<file path="src/design/asgr_pkg.sv">
// ----------------------------------------------------------------------------
// asgr_pkg
// Shared types, character codes and helper functions for the SGR colour
// parser: parse modes, the result and input records, colour application and digit accumulation.
// ----------------------------------------------------------------------------
package asgr_pkg;

  // Byte and colour widths
  localparam int unsigned BYTE_W   = 8;
  localparam int unsigned COLOUR_W = 3;
  localparam int unsigned PARAM_W  = 7;
  localparam int unsigned DCNT_W   = 2;

  // Control characters
  localparam logic [BYTE_W-1:0] CH_ESC   = 8'h1B;
  localparam logic [BYTE_W-1:0] CH_OPEN  = 8'h5B;  // '['
  localparam logic [BYTE_W-1:0] CH_SEMI  = 8'h3B;  // ';'
  localparam logic [BYTE_W-1:0] CH_END   = 8'h6D;  // 'm'
  localparam logic [BYTE_W-1:0] CH_ZERO  = 8'h30;  // '0'
  localparam logic [BYTE_W-1:0] CH_NINE  = 8'h39;  // '9'

  // SGR foreground range and default colour
  localparam logic [PARAM_W-1:0]  SGR_FG_LOW   = 7'd30;
  localparam logic [PARAM_W-1:0]  SGR_FG_HIGH  = 7'd37;
  localparam logic [PARAM_W-1:0]  SGR_BOLD     = 7'd1;
  localparam logic [PARAM_W-1:0]  SGR_DIM      = 7'd2;
  localparam logic [PARAM_W-1:0]  SGR_ULINE    = 7'd4;
  localparam logic [PARAM_W-1:0]  SGR_BLINK    = 7'd5;
  localparam logic [COLOUR_W-1:0] COLOUR_WHITE = 3'd7;
  localparam logic [DCNT_W-1:0]   MAX_DIGITS   = 2'd2;

  // Parser mode; code 3 is unused and handled as text mode
  typedef enum logic [1:0] {
    MODE_TEXT = 2'd0,
    MODE_ESC  = 2'd1,
    MODE_SEQ  = 2'd2
  } mode_t;

  // Drawable byte produced by the parser for the current input byte
  typedef struct packed {
    logic                has;
    logic [BYTE_W-1:0]   chr;
    logic [COLOUR_W-1:0] colour;
  } result_t;

  // Input register contents
  typedef struct packed {
    logic              valid;
    logic [BYTE_W-1:0] data;
  } in_slot_t;

  // Apply one SGR value to a colour
  function automatic logic [COLOUR_W-1:0] apply_colour(
    input logic [COLOUR_W-1:0] cur,
    input logic [PARAM_W-1:0]  val
  );
    logic [PARAM_W-1:0] diff;
    diff = val - SGR_FG_LOW;
    if (val >= SGR_FG_LOW && val <= SGR_FG_HIGH) begin
      return diff[COLOUR_W-1:0];
    end else if (val == SGR_BOLD || val == SGR_DIM || val == SGR_ULINE ||
                 val == SGR_BLINK) begin
      return cur;
    end else begin
      return COLOUR_WHITE;
    end
  endfunction

  // p * 10 + d, wrapped to the parameter width
  function automatic logic [PARAM_W-1:0] digit_acc(
    input logic [PARAM_W-1:0] p,
    input logic [BYTE_W-1:0]  b
  );
    logic [BYTE_W-1:0]  d;
    logic [PARAM_W+2:0] sum;
    d   = b - CH_ZERO;
    sum = {p, 3'b000} + {2'b00, p, 1'b0} + {3'b000, d[PARAM_W-1:0]};
    return sum[PARAM_W-1:0];
  endfunction

endpackage

</file>
<file path="src/design/asgr_in_stage.sv">
// ----------------------------------------------------------------------------
// asgr_in_stage
// Input register: captures one byte per transfer and holds it until the
// parser consumes it. Stalls the sender only while a held byte cannot move.
// ----------------------------------------------------------------------------
module asgr_in_stage (
  input  logic                        clk,
  input  logic                        rst_n,
  input  logic                        in_valid,
  output logic                        in_stall,
  input  logic [asgr_pkg::BYTE_W-1:0] in_byte,
  input  logic                        advance,
  output asgr_pkg::in_slot_t          slot
);
  import asgr_pkg::*;

  logic              valid_r, valid_nxt;
  logic [BYTE_W-1:0] data_r, data_nxt;
  logic              load;

  // Handshake
  assign in_stall = valid_r & ~advance;
  assign load     = in_valid & ~in_stall;

  // Next slot contents
  always_comb begin
    valid_nxt = valid_r;
    data_nxt  = data_r;
    if (load) begin
      valid_nxt = 1'b1;
      data_nxt  = in_byte;
    end else if (advance) begin
      valid_nxt = 1'b0;
    end
  end

  always_ff @(posedge clk) begin
    if (!rst_n) begin
      valid_r <= 1'b0;
    end else begin
      valid_r <= valid_nxt;
    end
  end

  // Payload, no reset
  always_ff @(posedge clk) begin
    data_r <= data_nxt;
  end

  assign slot.valid = valid_r;
  assign slot.data  = data_r;

endmodule

</file>
<file path="src/design/asgr_parser.sv">
// ----------------------------------------------------------------------------
// asgr_parser
// Escape sequence state machine. Holds mode, colour and parameter state,
// updates it for the byte in the input register and reports whether that
// byte is drawn.
// ----------------------------------------------------------------------------
module asgr_parser (
  input  logic                        clk,
  input  logic                        rst_n,
  input  logic                        step_en,
  input  logic [asgr_pkg::BYTE_W-1:0] step_byte,
  output asgr_pkg::result_t           step_res
);
  import asgr_pkg::*;

  mode_t               mode_r, mode_nxt;
  logic [COLOUR_W-1:0] colour_r, colour_nxt;
  logic [PARAM_W-1:0]  first_r, first_nxt;
  logic [PARAM_W-1:0]  second_r, second_nxt;
  logic                second_seen_r, second_seen_nxt;
  logic [DCNT_W-1:0]   dcnt_r, dcnt_nxt;
  logic                stopped_r, stopped_nxt;

  logic                is_digit;
  logic                take_digit;
  logic                second_used;
  logic [COLOUR_W-1:0] colour_first;
  logic [COLOUR_W-1:0] colour_final;

  // Byte class and colour applied on 'm'
  assign is_digit     = step_byte inside {[CH_ZERO:CH_NINE]};
  assign take_digit   = is_digit & ~stopped_r & (dcnt_r < MAX_DIGITS);
  assign second_used  = second_seen_r & ((dcnt_r != '0) | stopped_r);
  assign colour_first = apply_colour(colour_r, first_r);
  assign colour_final = second_used ? apply_colour(colour_first, second_r)
                                    : colour_first;

  // Next state
  always_comb begin
    mode_nxt        = mode_r;
    colour_nxt      = colour_r;
    first_nxt       = first_r;
    second_nxt      = second_r;
    second_seen_nxt = second_seen_r;
    dcnt_nxt        = dcnt_r;
    stopped_nxt     = stopped_r;
    if (step_en) begin
      case (mode_r)
        MODE_SEQ: begin
          if (step_byte == CH_END) begin
            colour_nxt      = colour_final;
            mode_nxt        = MODE_TEXT;
            first_nxt       = '0;
            second_nxt      = '0;
            second_seen_nxt = 1'b0;
            dcnt_nxt        = '0;
            stopped_nxt     = 1'b0;
          end else if (step_byte == CH_SEMI) begin
            second_seen_nxt = 1'b1;
            second_nxt      = '0;
            dcnt_nxt        = '0;
            stopped_nxt     = 1'b0;
          end else if (is_digit) begin
            if (take_digit) begin
              if (second_seen_r) begin
                second_nxt = digit_acc(second_r, step_byte);
              end else begin
                first_nxt = digit_acc(first_r, step_byte);
              end
              dcnt_nxt = dcnt_r + 2'd1;
            end
          end else begin
            stopped_nxt = 1'b1;
          end
        end
        MODE_ESC: begin
          if (step_byte == CH_OPEN) begin
            mode_nxt        = MODE_SEQ;
            first_nxt       = '0;
            second_nxt      = '0;
            second_seen_nxt = 1'b0;
            dcnt_nxt        = '0;
            stopped_nxt     = 1'b0;
          end else begin
            mode_nxt = (step_byte == CH_ESC) ? MODE_ESC : MODE_TEXT;
          end
        end
        default: begin
          mode_nxt = (step_byte == CH_ESC) ? MODE_ESC : MODE_TEXT;
        end
      endcase
    end
  end

  // Outputs: drawable byte with the colour in force before it
  always_comb begin
    step_res.chr    = step_byte;
    step_res.colour = colour_r;
    case (mode_r)
      MODE_SEQ: step_res.has = 1'b0;
      MODE_ESC: step_res.has = (step_byte != CH_OPEN) && (step_byte != CH_ESC);
      default:  step_res.has = (step_byte != CH_ESC);
    endcase
  end

  always_ff @(posedge clk) begin
    if (!rst_n) begin
      mode_r        <= MODE_TEXT;
      colour_r      <= COLOUR_WHITE;
      first_r       <= '0;
      second_r      <= '0;
      second_seen_r <= 1'b0;
      dcnt_r        <= '0;
      stopped_r     <= 1'b0;
    end else begin
      mode_r        <= mode_nxt;
      colour_r      <= colour_nxt;
      first_r       <= first_nxt;
      second_r      <= second_nxt;
      second_seen_r <= second_seen_nxt;
      dcnt_r        <= dcnt_nxt;
      stopped_r     <= stopped_nxt;
    end
  end

endmodule

</file>
<file path="src/design/asgr_out_stage.sv">
// ----------------------------------------------------------------------------
// asgr_out_stage
// Result register: holds one drawable byte and its colour until the
// receiver takes it, and reports when it can take a new one.
// ----------------------------------------------------------------------------
module asgr_out_stage (
  input  logic                          clk,
  input  logic                          rst_n,
  input  logic                          load,
  input  asgr_pkg::result_t             res,
  output logic                          free,
  output logic                          out_valid,
  input  logic                          out_stall,
  output logic [asgr_pkg::BYTE_W-1:0]   out_char,
  output logic [asgr_pkg::COLOUR_W-1:0] out_colour
);
  import asgr_pkg::*;

  logic                valid_r, valid_nxt;
  logic [BYTE_W-1:0]   char_r, char_nxt;
  logic [COLOUR_W-1:0] colour_r, colour_nxt;

  // Free when empty or being drained this cycle
  assign free = ~valid_r | ~out_stall;

  always_comb begin
    valid_nxt  = valid_r;
    char_nxt   = char_r;
    colour_nxt = colour_r;
    if (load) begin
      valid_nxt  = 1'b1;
      char_nxt   = res.chr;
      colour_nxt = res.colour;
    end else if (free) begin
      valid_nxt = 1'b0;
    end
  end

  always_ff @(posedge clk) begin
    if (!rst_n) begin
      valid_r <= 1'b0;
    end else begin
      valid_r <= valid_nxt;
    end
  end

  // Payload, no reset
  always_ff @(posedge clk) begin
    char_r   <= char_nxt;
    colour_r <= colour_nxt;
  end

  assign out_valid  = valid_r;
  assign out_char   = char_r;
  assign out_colour = colour_r;

endmodule

</file>
<file path="src/design/ansi_sgr_colour_parser_unit.sv">
// ----------------------------------------------------------------------------
// ansi_sgr_colour_parser_unit
// SGR colour parser for a text display. Text bytes come in on the in_
// channel (in_valid / in_stall / in_byte); drawable bytes leave on the out_
// channel with their 3-bit colour index (out_char, out_colour). ESC '['
// sequences closed by 'm' change the colour and draw nothing; ESC itself
// and every byte inside a sequence produce no output transfer.
//
// Flow: a drawable byte is captured in the input register, then moved into
// the result register, where it is offered on out_ and transfers out when
// the output is not stalled. Throughput: one byte per cycle while the
// output is not stalled, set by the parser update between the two registers.
//
// Reset (rst_n low, synchronous) returns to text mode with colour white
// and empties both registers. While out_stall holds a result, the next
// byte still moves through if it draws nothing; a drawable byte waits in
// the input register and in_stall rises until the result is taken.
// ----------------------------------------------------------------------------
module ansi_sgr_colour_parser_unit (
  input  logic                          clk,
  input  logic                          rst_n,
  input  logic                          in_valid,
  output logic                          in_stall,
  input  logic [asgr_pkg::BYTE_W-1:0]   in_byte,
  output logic                          out_valid,
  input  logic                          out_stall,
  output logic [asgr_pkg::BYTE_W-1:0]   out_char,
  output logic [asgr_pkg::COLOUR_W-1:0] out_colour
);
  import asgr_pkg::*;

  in_slot_t slot;
  result_t  res;
  logic     out_free;
  logic     advance;
  logic     out_load;

  // Held byte moves on unless it must draw into a full, stalled output
  assign advance  = slot.valid & (~res.has | out_free);
  assign out_load = advance & res.has;

  asgr_in_stage u_in_stage (
    .clk      (clk),
    .rst_n    (rst_n),
    .in_valid (in_valid),
    .in_stall (in_stall),
    .in_byte  (in_byte),
    .advance  (advance),
    .slot     (slot)
  );

  asgr_parser u_parser (
    .clk       (clk),
    .rst_n     (rst_n),
    .step_en   (advance),
    .step_byte (slot.data),
    .step_res  (res)
  );

  asgr_out_stage u_out_stage (
    .clk        (clk),
    .rst_n      (rst_n),
    .load       (out_load),
    .res        (res),
    .free       (out_free),
    .out_valid  (out_valid),
    .out_stall  (out_stall),
    .out_char   (out_char),
    .out_colour (out_colour)
  );

endmodule

</file>
<file path="config.mk">
export PLATFORM = sky130hd
export DESIGN_NAME = ansi_sgr_colour_parser_unit
export DESIGN_NICKNAME = d
export VERILOG_FILES = /design/src/design/asgr_pkg.sv /design/src/design/asgr_in_stage.sv /design/src/design/asgr_parser.sv /design/src/design/asgr_out_stage.sv /design/src/design/ansi_sgr_colour_parser_unit.sv
export SDC_FILE = /design/constraint.sdc
export NUM_CORES = 1
export LEC_CHECK = 0
export BUFFER_PORTS_ARGS = -buffer_cell sky130_fd_sc_hd__buf_2
export CAP_MARGIN = 20
export CORE_MARGIN = 2
export CORE_UTILIZATION = 44
export DETAILED_ROUTE_END_ITERATION = 10
export PLACE_DENSITY = 0.7
export RECOVER_POWER = 100
export REMOVE_ABC_BUFFERS = 1
export SYNTH_ARGS = -nofsm -noshare
export SYNTH_HDL_FRONTEND = slang
export SYNTH_SLANG_ARGS = --single-unit
</file>
<file path="constraint.sdc">
create_clock -name clk -period 4.7 [get_ports clk]
set_clock_uncertainty 0.05 [all_clocks]
set_input_delay 0.235 -clock clk [delete_from_list [all_inputs] [get_ports clk]]
set_output_delay 0.235 -clock clk [all_outputs]
set_load 0.1 [all_outputs]
</file>
==> results.md, run 1 <==
* Status: finished with violations
* Failing checks: capacitance limit, slew limit
* Peak VDD IR at between 0.15 and 0.2 mV
* Layout cells sized above 1 at 0.0816
* Crit path to: u_parser.second_r[0]$_SDFFE_PN0P_
* Combinational Power Share at 0.103
* Compound-Gate Fraction of Synth Area at 0.165
* Final Cycle Share at 0.715
* H-tree levels at 2
* Die Y at slightly above 80 um
* Crit end category: flop
* Top FF cell, synth: dfxtp_1
* Clock slew at reported path FFs at about 80 ps
* Yosys Warn Count at 0
* Tightest Pin Transition at roughly 1800 ps
* Mux share of post-synthesis cell area at 0.00737
* Starting Density at 0.456
* Layout area overhead at 8.52%
* Final hold violations at 0
* Die Wd at just over 80 um
* Clk_lat worst skew at 300 ps
* Met3 Usage GRT at 0.0424
* Pin count of the biggest net entering global routing at 22
* Setup TNS at 0 ps
* XOR/XNOR Fraction of Synth Area at 0.0470
* Distinct cells, synth at 55
* Post-route ant nets at 0
* CTS Root Cell: clkbuf_8
* Post-CTS setup buffer count at 0
* MaxCap Viol Count at 2
* Commonest non-fill, non-tap cell in the layout: inv_1
* Grt ovf at 0
* Top Usage Layer GRT: met2
* PostCTS Resize Cnt at 0
* WS Path Type: reg -> reg
* Worst-path fanout max at 14
* Grt met1 use at 0.266
* R2R cell count at 7
* CORE AREA at 5960 sq um
* Post-DP HPWL at around 4800 um
* Via count of the first global-routing pass at about 2000
* Initial antenna violation count at 0
* Register Area at roughly 1100 sq um
* Crit path required time at 4870 ps
* Sequential share of power at 0.571
* DR WL/cell at between 15 and 20 um
* R2R Path End: u_parser.second_r[0]$_SDFFE_PN0P_
* Number of synthesized flops with an enable pin at 19
* Setup crit start kind: flop
* Synthesized cell area at between 2000 and 3000 sq um
* ANT cells at 0
* Sinks on Clock Net at between 40 and 50
* I/O pin count at 25
* IO Port Bufs at 24
* Commonest cells after routing, fill and taps aside: 33 x inv_1, 25 x dfxtp_1, 23 x a21oi_1
* DRC errors left at 0
* CTS tree: done
* Final hold slack at ~56 ps
* Crit. Startpoint: u_in_stage.data_r[4]$_DFFE_PP_
* Minimum clock period at between 3000 and 4000 ps
* R2R Path Start: u_in_stage.data_r[4]$_DFFE_PP_
* # fillers at ~580
* Sw power at 0.000202 W
* Synth Area in Simple Gates at 0.166
* Max transition margin at -0.224
* Cells after synthesis at between 200 and 300
* Largest family of logic cells by synthesized area: simple AND/OR/NAND/NOR gates
* Final nets at approximately 340
* Multi-input logic area at around 1500 sq um
* Initial DRC count at between 100 and 150
* Pwr dens at 249 nW/um^2
* Vias at slightly above 2000
* FP Rows at 28
* Final setup viols at 0
* Drt first pass iters at 4
* Post-Syn Area per Cell at about 10 sq um
* RSZ-0062 raised after global routing: no
* WL final at 6240 um
* Arr. time, crit path at approximately 3500 ps
* Pins Over Slew Limit at 28
* Worst hold path type: in -> reg
* Vias/cell at roughly 5.6
* # hold bufs at CTS at 0
* Sequential fraction of the synthesis area at 0.394
* Post-synth ARST share at 0
* Grt met2 use at 0.319
* First-pass GRT wire length at 10100 um
* Cts bufs inserted at 5
* Leakage at about 1.1 nW
* Clock buffer depth at 2
* Final Wtd Congestion at around 0.85
* Die ar. at between 6000 and 7000 sq um
* P_int at ~0.00053 W
* Synth Area in Adders at 0.160
* Synthesized flop and latch total at between 40 and 50
* R2R Setup Slk at around 1300 ps
* Clock share of power at 0.327
* Maximum clock rate at a little under 300 MHz
* Net Sw Frac at 0.275
* Gr usage total at 0.201
==> sequential cells by signal, summed over array words and instances, names as in the netlist <==
signal and flops:
u_in_stage.data_r 8, u_in_stage.valid_r 1, u_out_stage.out_char 8, u_out_stage.out_colour 3, u_out_stage.out_valid 1, u_parser.colour_r 3
u_parser.dcnt_r 2, u_parser.first_r 7, u_parser.mode_r 2, u_parser.second_r 7, u_parser.second_seen_r 1, u_parser.stopped_r 1
==> logic make-up after synthesis <==
family                     count (synthesis)
AOI/OAI and AO/OA                         67
and+or+nand+nor                           73
muxes                                      2
DFF                                       44
adders and majority gates                 30
xor gates and xnor gates                  13
buffers and inverters                     40
==> metrics by stage <==
step            util  setup slack (ps)  power (W)  cells  cell area [sq um]
3_5_place_dp   0.486              2080   0.000504    361               2900
5_1_grt        0.495              1080   0.000760    369               2950
4_1_cts        0.501              2010   0.000741    369               2980
6_report       0.495              1340   0.000733    369               2950
2_1_floorplan      -              1910   0.000482    262               2680
3_3_place_gp   0.486              2130   0.000503    361               2900
==> power groups by stage <==
stage / combinational (W) / sequential (W) / clock, W
4_1_cts: 0.0000770 / 0.000418 / 0.000245
3_5_place_dp: 0.0000768 / 0.000427 / 0
2_1_floorplan: 0.0000333 / 0.000449 / 0
3_3_place_gp: 0.0000763 / 0.000427 / 0
6_report: 0.0000754 / 0.000419 / 0.000239
5_1_grt: 0.0000820 / 0.000420 / 0.000258
==> Yosys cell counts (all sizes together), types with 2 or more instances <==
library cell,number,area [sq um]
xor2,3,26.3
buf,3,23.8
a211oi,5,37.5
a221oi,3,26.3
o21ai,12,60.1
a21oi,23,115
and3b,5,45.0
nor2,8,30.0
a31oi,4,40.0
a21boi,2,18.8
o31ai,2,15.0
inv,33,124
nand4,11,68.8
nand2b,9,56.3
and2,3,20.0
o21a,3,22.5
nor3b,2,26.3
a21o,5,37.5
edfxtp,19,571
and4b,3,31.3
mux2i,2,20.0
fa,8,160
ha,22,275
nor3,6,30.0
nand3,11,60.1
xnor2,9,78.8
or4,2,15.0
dfxtp,25,500
nand2,7,26.3
a311oi,2,23.8
clkbuf,4,16.3
and4,2,17.5
==> worst max-delay path: stages (launching register included) <==
cell      delay, ps
edfxtp_1        540
inv_1           110
ha_1            170
and4b_1         270
a21boi_0        270
a311oi_1       1280
nand3_1         350
a21oi_1         230
==> worst min path at each step <==
stage	startpoint	end	slack, ps	cells after the start
6_report	in_byte[2]	u_in_stage.data_r[2]$_DFFE_PP_	60	1
5_1_grt	in_byte[6]	u_in_stage.data_r[6]$_DFFE_PP_	50	1
4_1_cts	in_byte[2]	u_in_stage.data_r[2]$_DFFE_PP_	50	1
3_5_place_dp	in_byte[2]	u_in_stage.data_r[2]$_DFFE_PP_	360	1
3_3_place_gp	in_byte[7]	u_in_stage.data_r[7]$_DFFE_PP_	360	1
2_1_floorplan	in_byte[0]	u_in_stage.data_r[0]$_DFFE_PP_	280	0
==> routing by layer <==
metal | routed length (um) | part of all wire
met5 | 0 | 0
met4 | 161 | 0.026
met3 | 283 | 0.045
met2 | 2870 | 0.46
met1 | 2930 | 0.47
==> area by class of cell <==
class / count / share of cell area
Timing Repair Buffer: 24 / 0.0352
Inverter: 33 / 0.0420
Clock inverter: 2 / 0.00424
Clock buffer: 6 / 0.0246
Multi-Input combinational cell: 185 / 0.499
Sequential cell: 44 / 0.363
Tap cell: 75 / 0.0318
No activity file was read; power rests on OpenSTA's default activity.
==> inputs of run 2 (changes only) <==
Settings changed: ABC_AREA from default to 1.
Clock period 4.7 ns to 3.4 ns, I/O delays scaled along.
==> results.md, run 2 <==
* Buffers & Inverters on Critical Path at 2
* Crit-path max cell delay at between 800 and 900 ps
* Cts bufs inserted at 5
* Most frequent cells after synthesis: 102 x nand2_1, 65 x inv_1, 50 x nor2_1, 35 x nand3_1, 25 x dfxtp_1
* Final hold slack at 47.6 ps
* Drt first pass iters at 5
* Peak VDD IR at 0.244 mV
* Commonest non-fill, non-tap cell in the layout: nand2_1
* ANT cells at 0
* Post-CTS setup buffer count at 0
* I/O pin count at 25
* Final Cycle Share at 0.815
* Post-synth ARST share at 0
* Final hold violations at 0
* Gr usage total at 0.191
* Yosys Warn Count at 0
* Sinks on Clock Net at 44
* Final nets at ~470
* CORE AREA at approximately 6400 sq um
* Cells after synthesis at slightly below 400
* Final Wtd Congestion at 0.891
* DRC errors left at 0
* Synthesized cell area at ~3000 sq um
* Final std cells w/o fill at between 500 and 600
* IO Port Bufs at 24
* RSZ-0062 raised after global routing: no
* Cells after DPL at between 400 and 500
* Top FF cell, synth: dfxtp_1
* H-tree levels at 2
* MaxCap Viol Count at 0
* Top cells by area, synth: edfxtp_1 19%, dfxtp_1 17%, nand2_1 13%
* Layout area overhead at 11.6%
* # hold bufs at CTS at 7
* Arr. time, crit path at between 2000 and 3000 ps
* Worst-path fanout max at 6
* CTS Root Cell: clkbuf_8
* Vias at roughly 2500
* Distinct cells, synth at 31
* Share of the synthesized area in the top cell type at 0.193
* Grt ovf at 0
* Maximum clock rate at 361 MHz
* CP top delay family: buffers and inverters
* R2R Setup Slk at around 800 ps
* First-pass GRT wire length at about 11000 um
* Slowest-stage cell, CP: clkbuf_1
* Vias/cell at ~5
* Die Wd at roughly 86 um
* Crit path required time at between 3000 and 4000 ps
* Initial antenna violation count at 0
* Via count of the first global-routing pass at ~2400
* Clock slew at reported path FFs at roughly 90 ps
* Post-route cell area at between 3000 and 4000 sq um
* Post-route ant nets at 0
* Max transition margin at 0.213
* Most instantiated library cell after synthesis: nand2_1
* Final setup viols at 0
* Post-DP HPWL at roughly 5000 um
* Die ar. at about 7400 sq um
* Crit end category: output port
* Tightest Pin Transition at 1190 ps
* PostCTS Resize Cnt at 0
* Layout cells sized above 1 at 0.0928
* Pwr dens at roughly 400 nW/um^2
* Leakage at between 1.5 and 2 nW
* Worst hold path type: in -> reg
* Clk_lat worst skew at 300 ps
* FP Rows at 29
* Number of synthesized flops with an enable pin at 19
* Pins Over Slew Limit at 0
* Post-Syn Area per Cell at 7.54 sq um
* Clock buffer depth at 2
* DR WL/cell at ~13 um
* Minimum clock period at roughly 2800 ps
* Largest area contributor in the netlist: edfxtp_1
* Commonest cells after routing, fill and taps aside: 103 x nand2_1, 65 x inv_1, 53 x nor2_1
* Synthesized flop and latch total at 44
* WS Path Type: reg -> out
* Setup crit start kind: flop
* Status: completed
* Initial DRC count at about 110
* Die Y at about 86 um
* Crit-path cells: ha_1 > inv_1 > nor3_1 > nand2_1 > nand4_1 > nor2_1 > clkbuf_1
* Sequential fraction of the synthesis area at 0.362
* Placement Cell Area at 3170 sq um
* CTS tree: done
* Starting Density at 0.460
* Pin count of the biggest net entering global routing at 24
* WL final at about 6500 um
==> run 2: where the power goes <==
group | switching [W] | internal [W]
registers | 0.0000244 | 0.000578
logic | 0.000198 | 0.0000930
clock network | 0.000190 | 0.000240
==> run 2: metrics by stage <==
stage,setup WS [ps],power (W),util,setup TNS (ps)
2_1_floorplan,-126,0.000839,-,-1000
3_3_place_gp,861,0.000901,0.494,0
3_5_place_dp,818,0.000909,0.494,0
4_1_cts,788,0.00134,0.524,0
5_1_grt,457,0.00140,0.514,0
6_report,629,0.00132,0.514,0
==> run 2: logic make-up after synthesis <==
group / share of synthesized area
AO/OA/AOI/OAI: 0.0427
XOR/XNOR: 0.0119
adder cells (fa/ha/maj): 0.147
buffers and inverters: 0.0876
flip-flops: 0.362
AND/OR/NAND/NOR: 0.348
==> run 2: layout make-up <==
type                    count  area [sq um]
fillers                   624          3120
well taps                  77          96.3
clock inverters             2          38.8
inverters                  67           251
flip-flops and latches     44          1070
clock buffers               6          82.6
multi-input cells         279          1570
repair buffers             33           186
==> run 2: tightest hold or removal path, stage by stage <==
cell and delay, ps:
buf_2 90, nor2_1 40, nor2_1 70
==> run 2: final timing paths <==
path | from | end | cells past startpoint
max | u_in_stage.data_r[4]$_DFFE_PP_ | in_stall | 7
min | in_valid | u_in_stage.valid_r$_SDFFE_PN0P_ | 3
max reg2reg | u_in_stage.data_r[4]$_DFFE_PP_ | u_parser.second_r[6]$_SDFFE_PN0P_ | 12
min reg2reg | u_parser.colour_r[0]$_SDFFE_PN1P_ | u_out_stage.out_colour[0]$_DFFE_PP_ | 0
==> run 2: per-layer routing <==
layer  vias to the layer above  GRT usage  share of wire
met5                         -          0              0
met4                         0     0.0779          0.025
met3                        15     0.0375          0.050
met2                        63      0.299           0.46
met1                      1156      0.258           0.47
li1                       1298          -              -
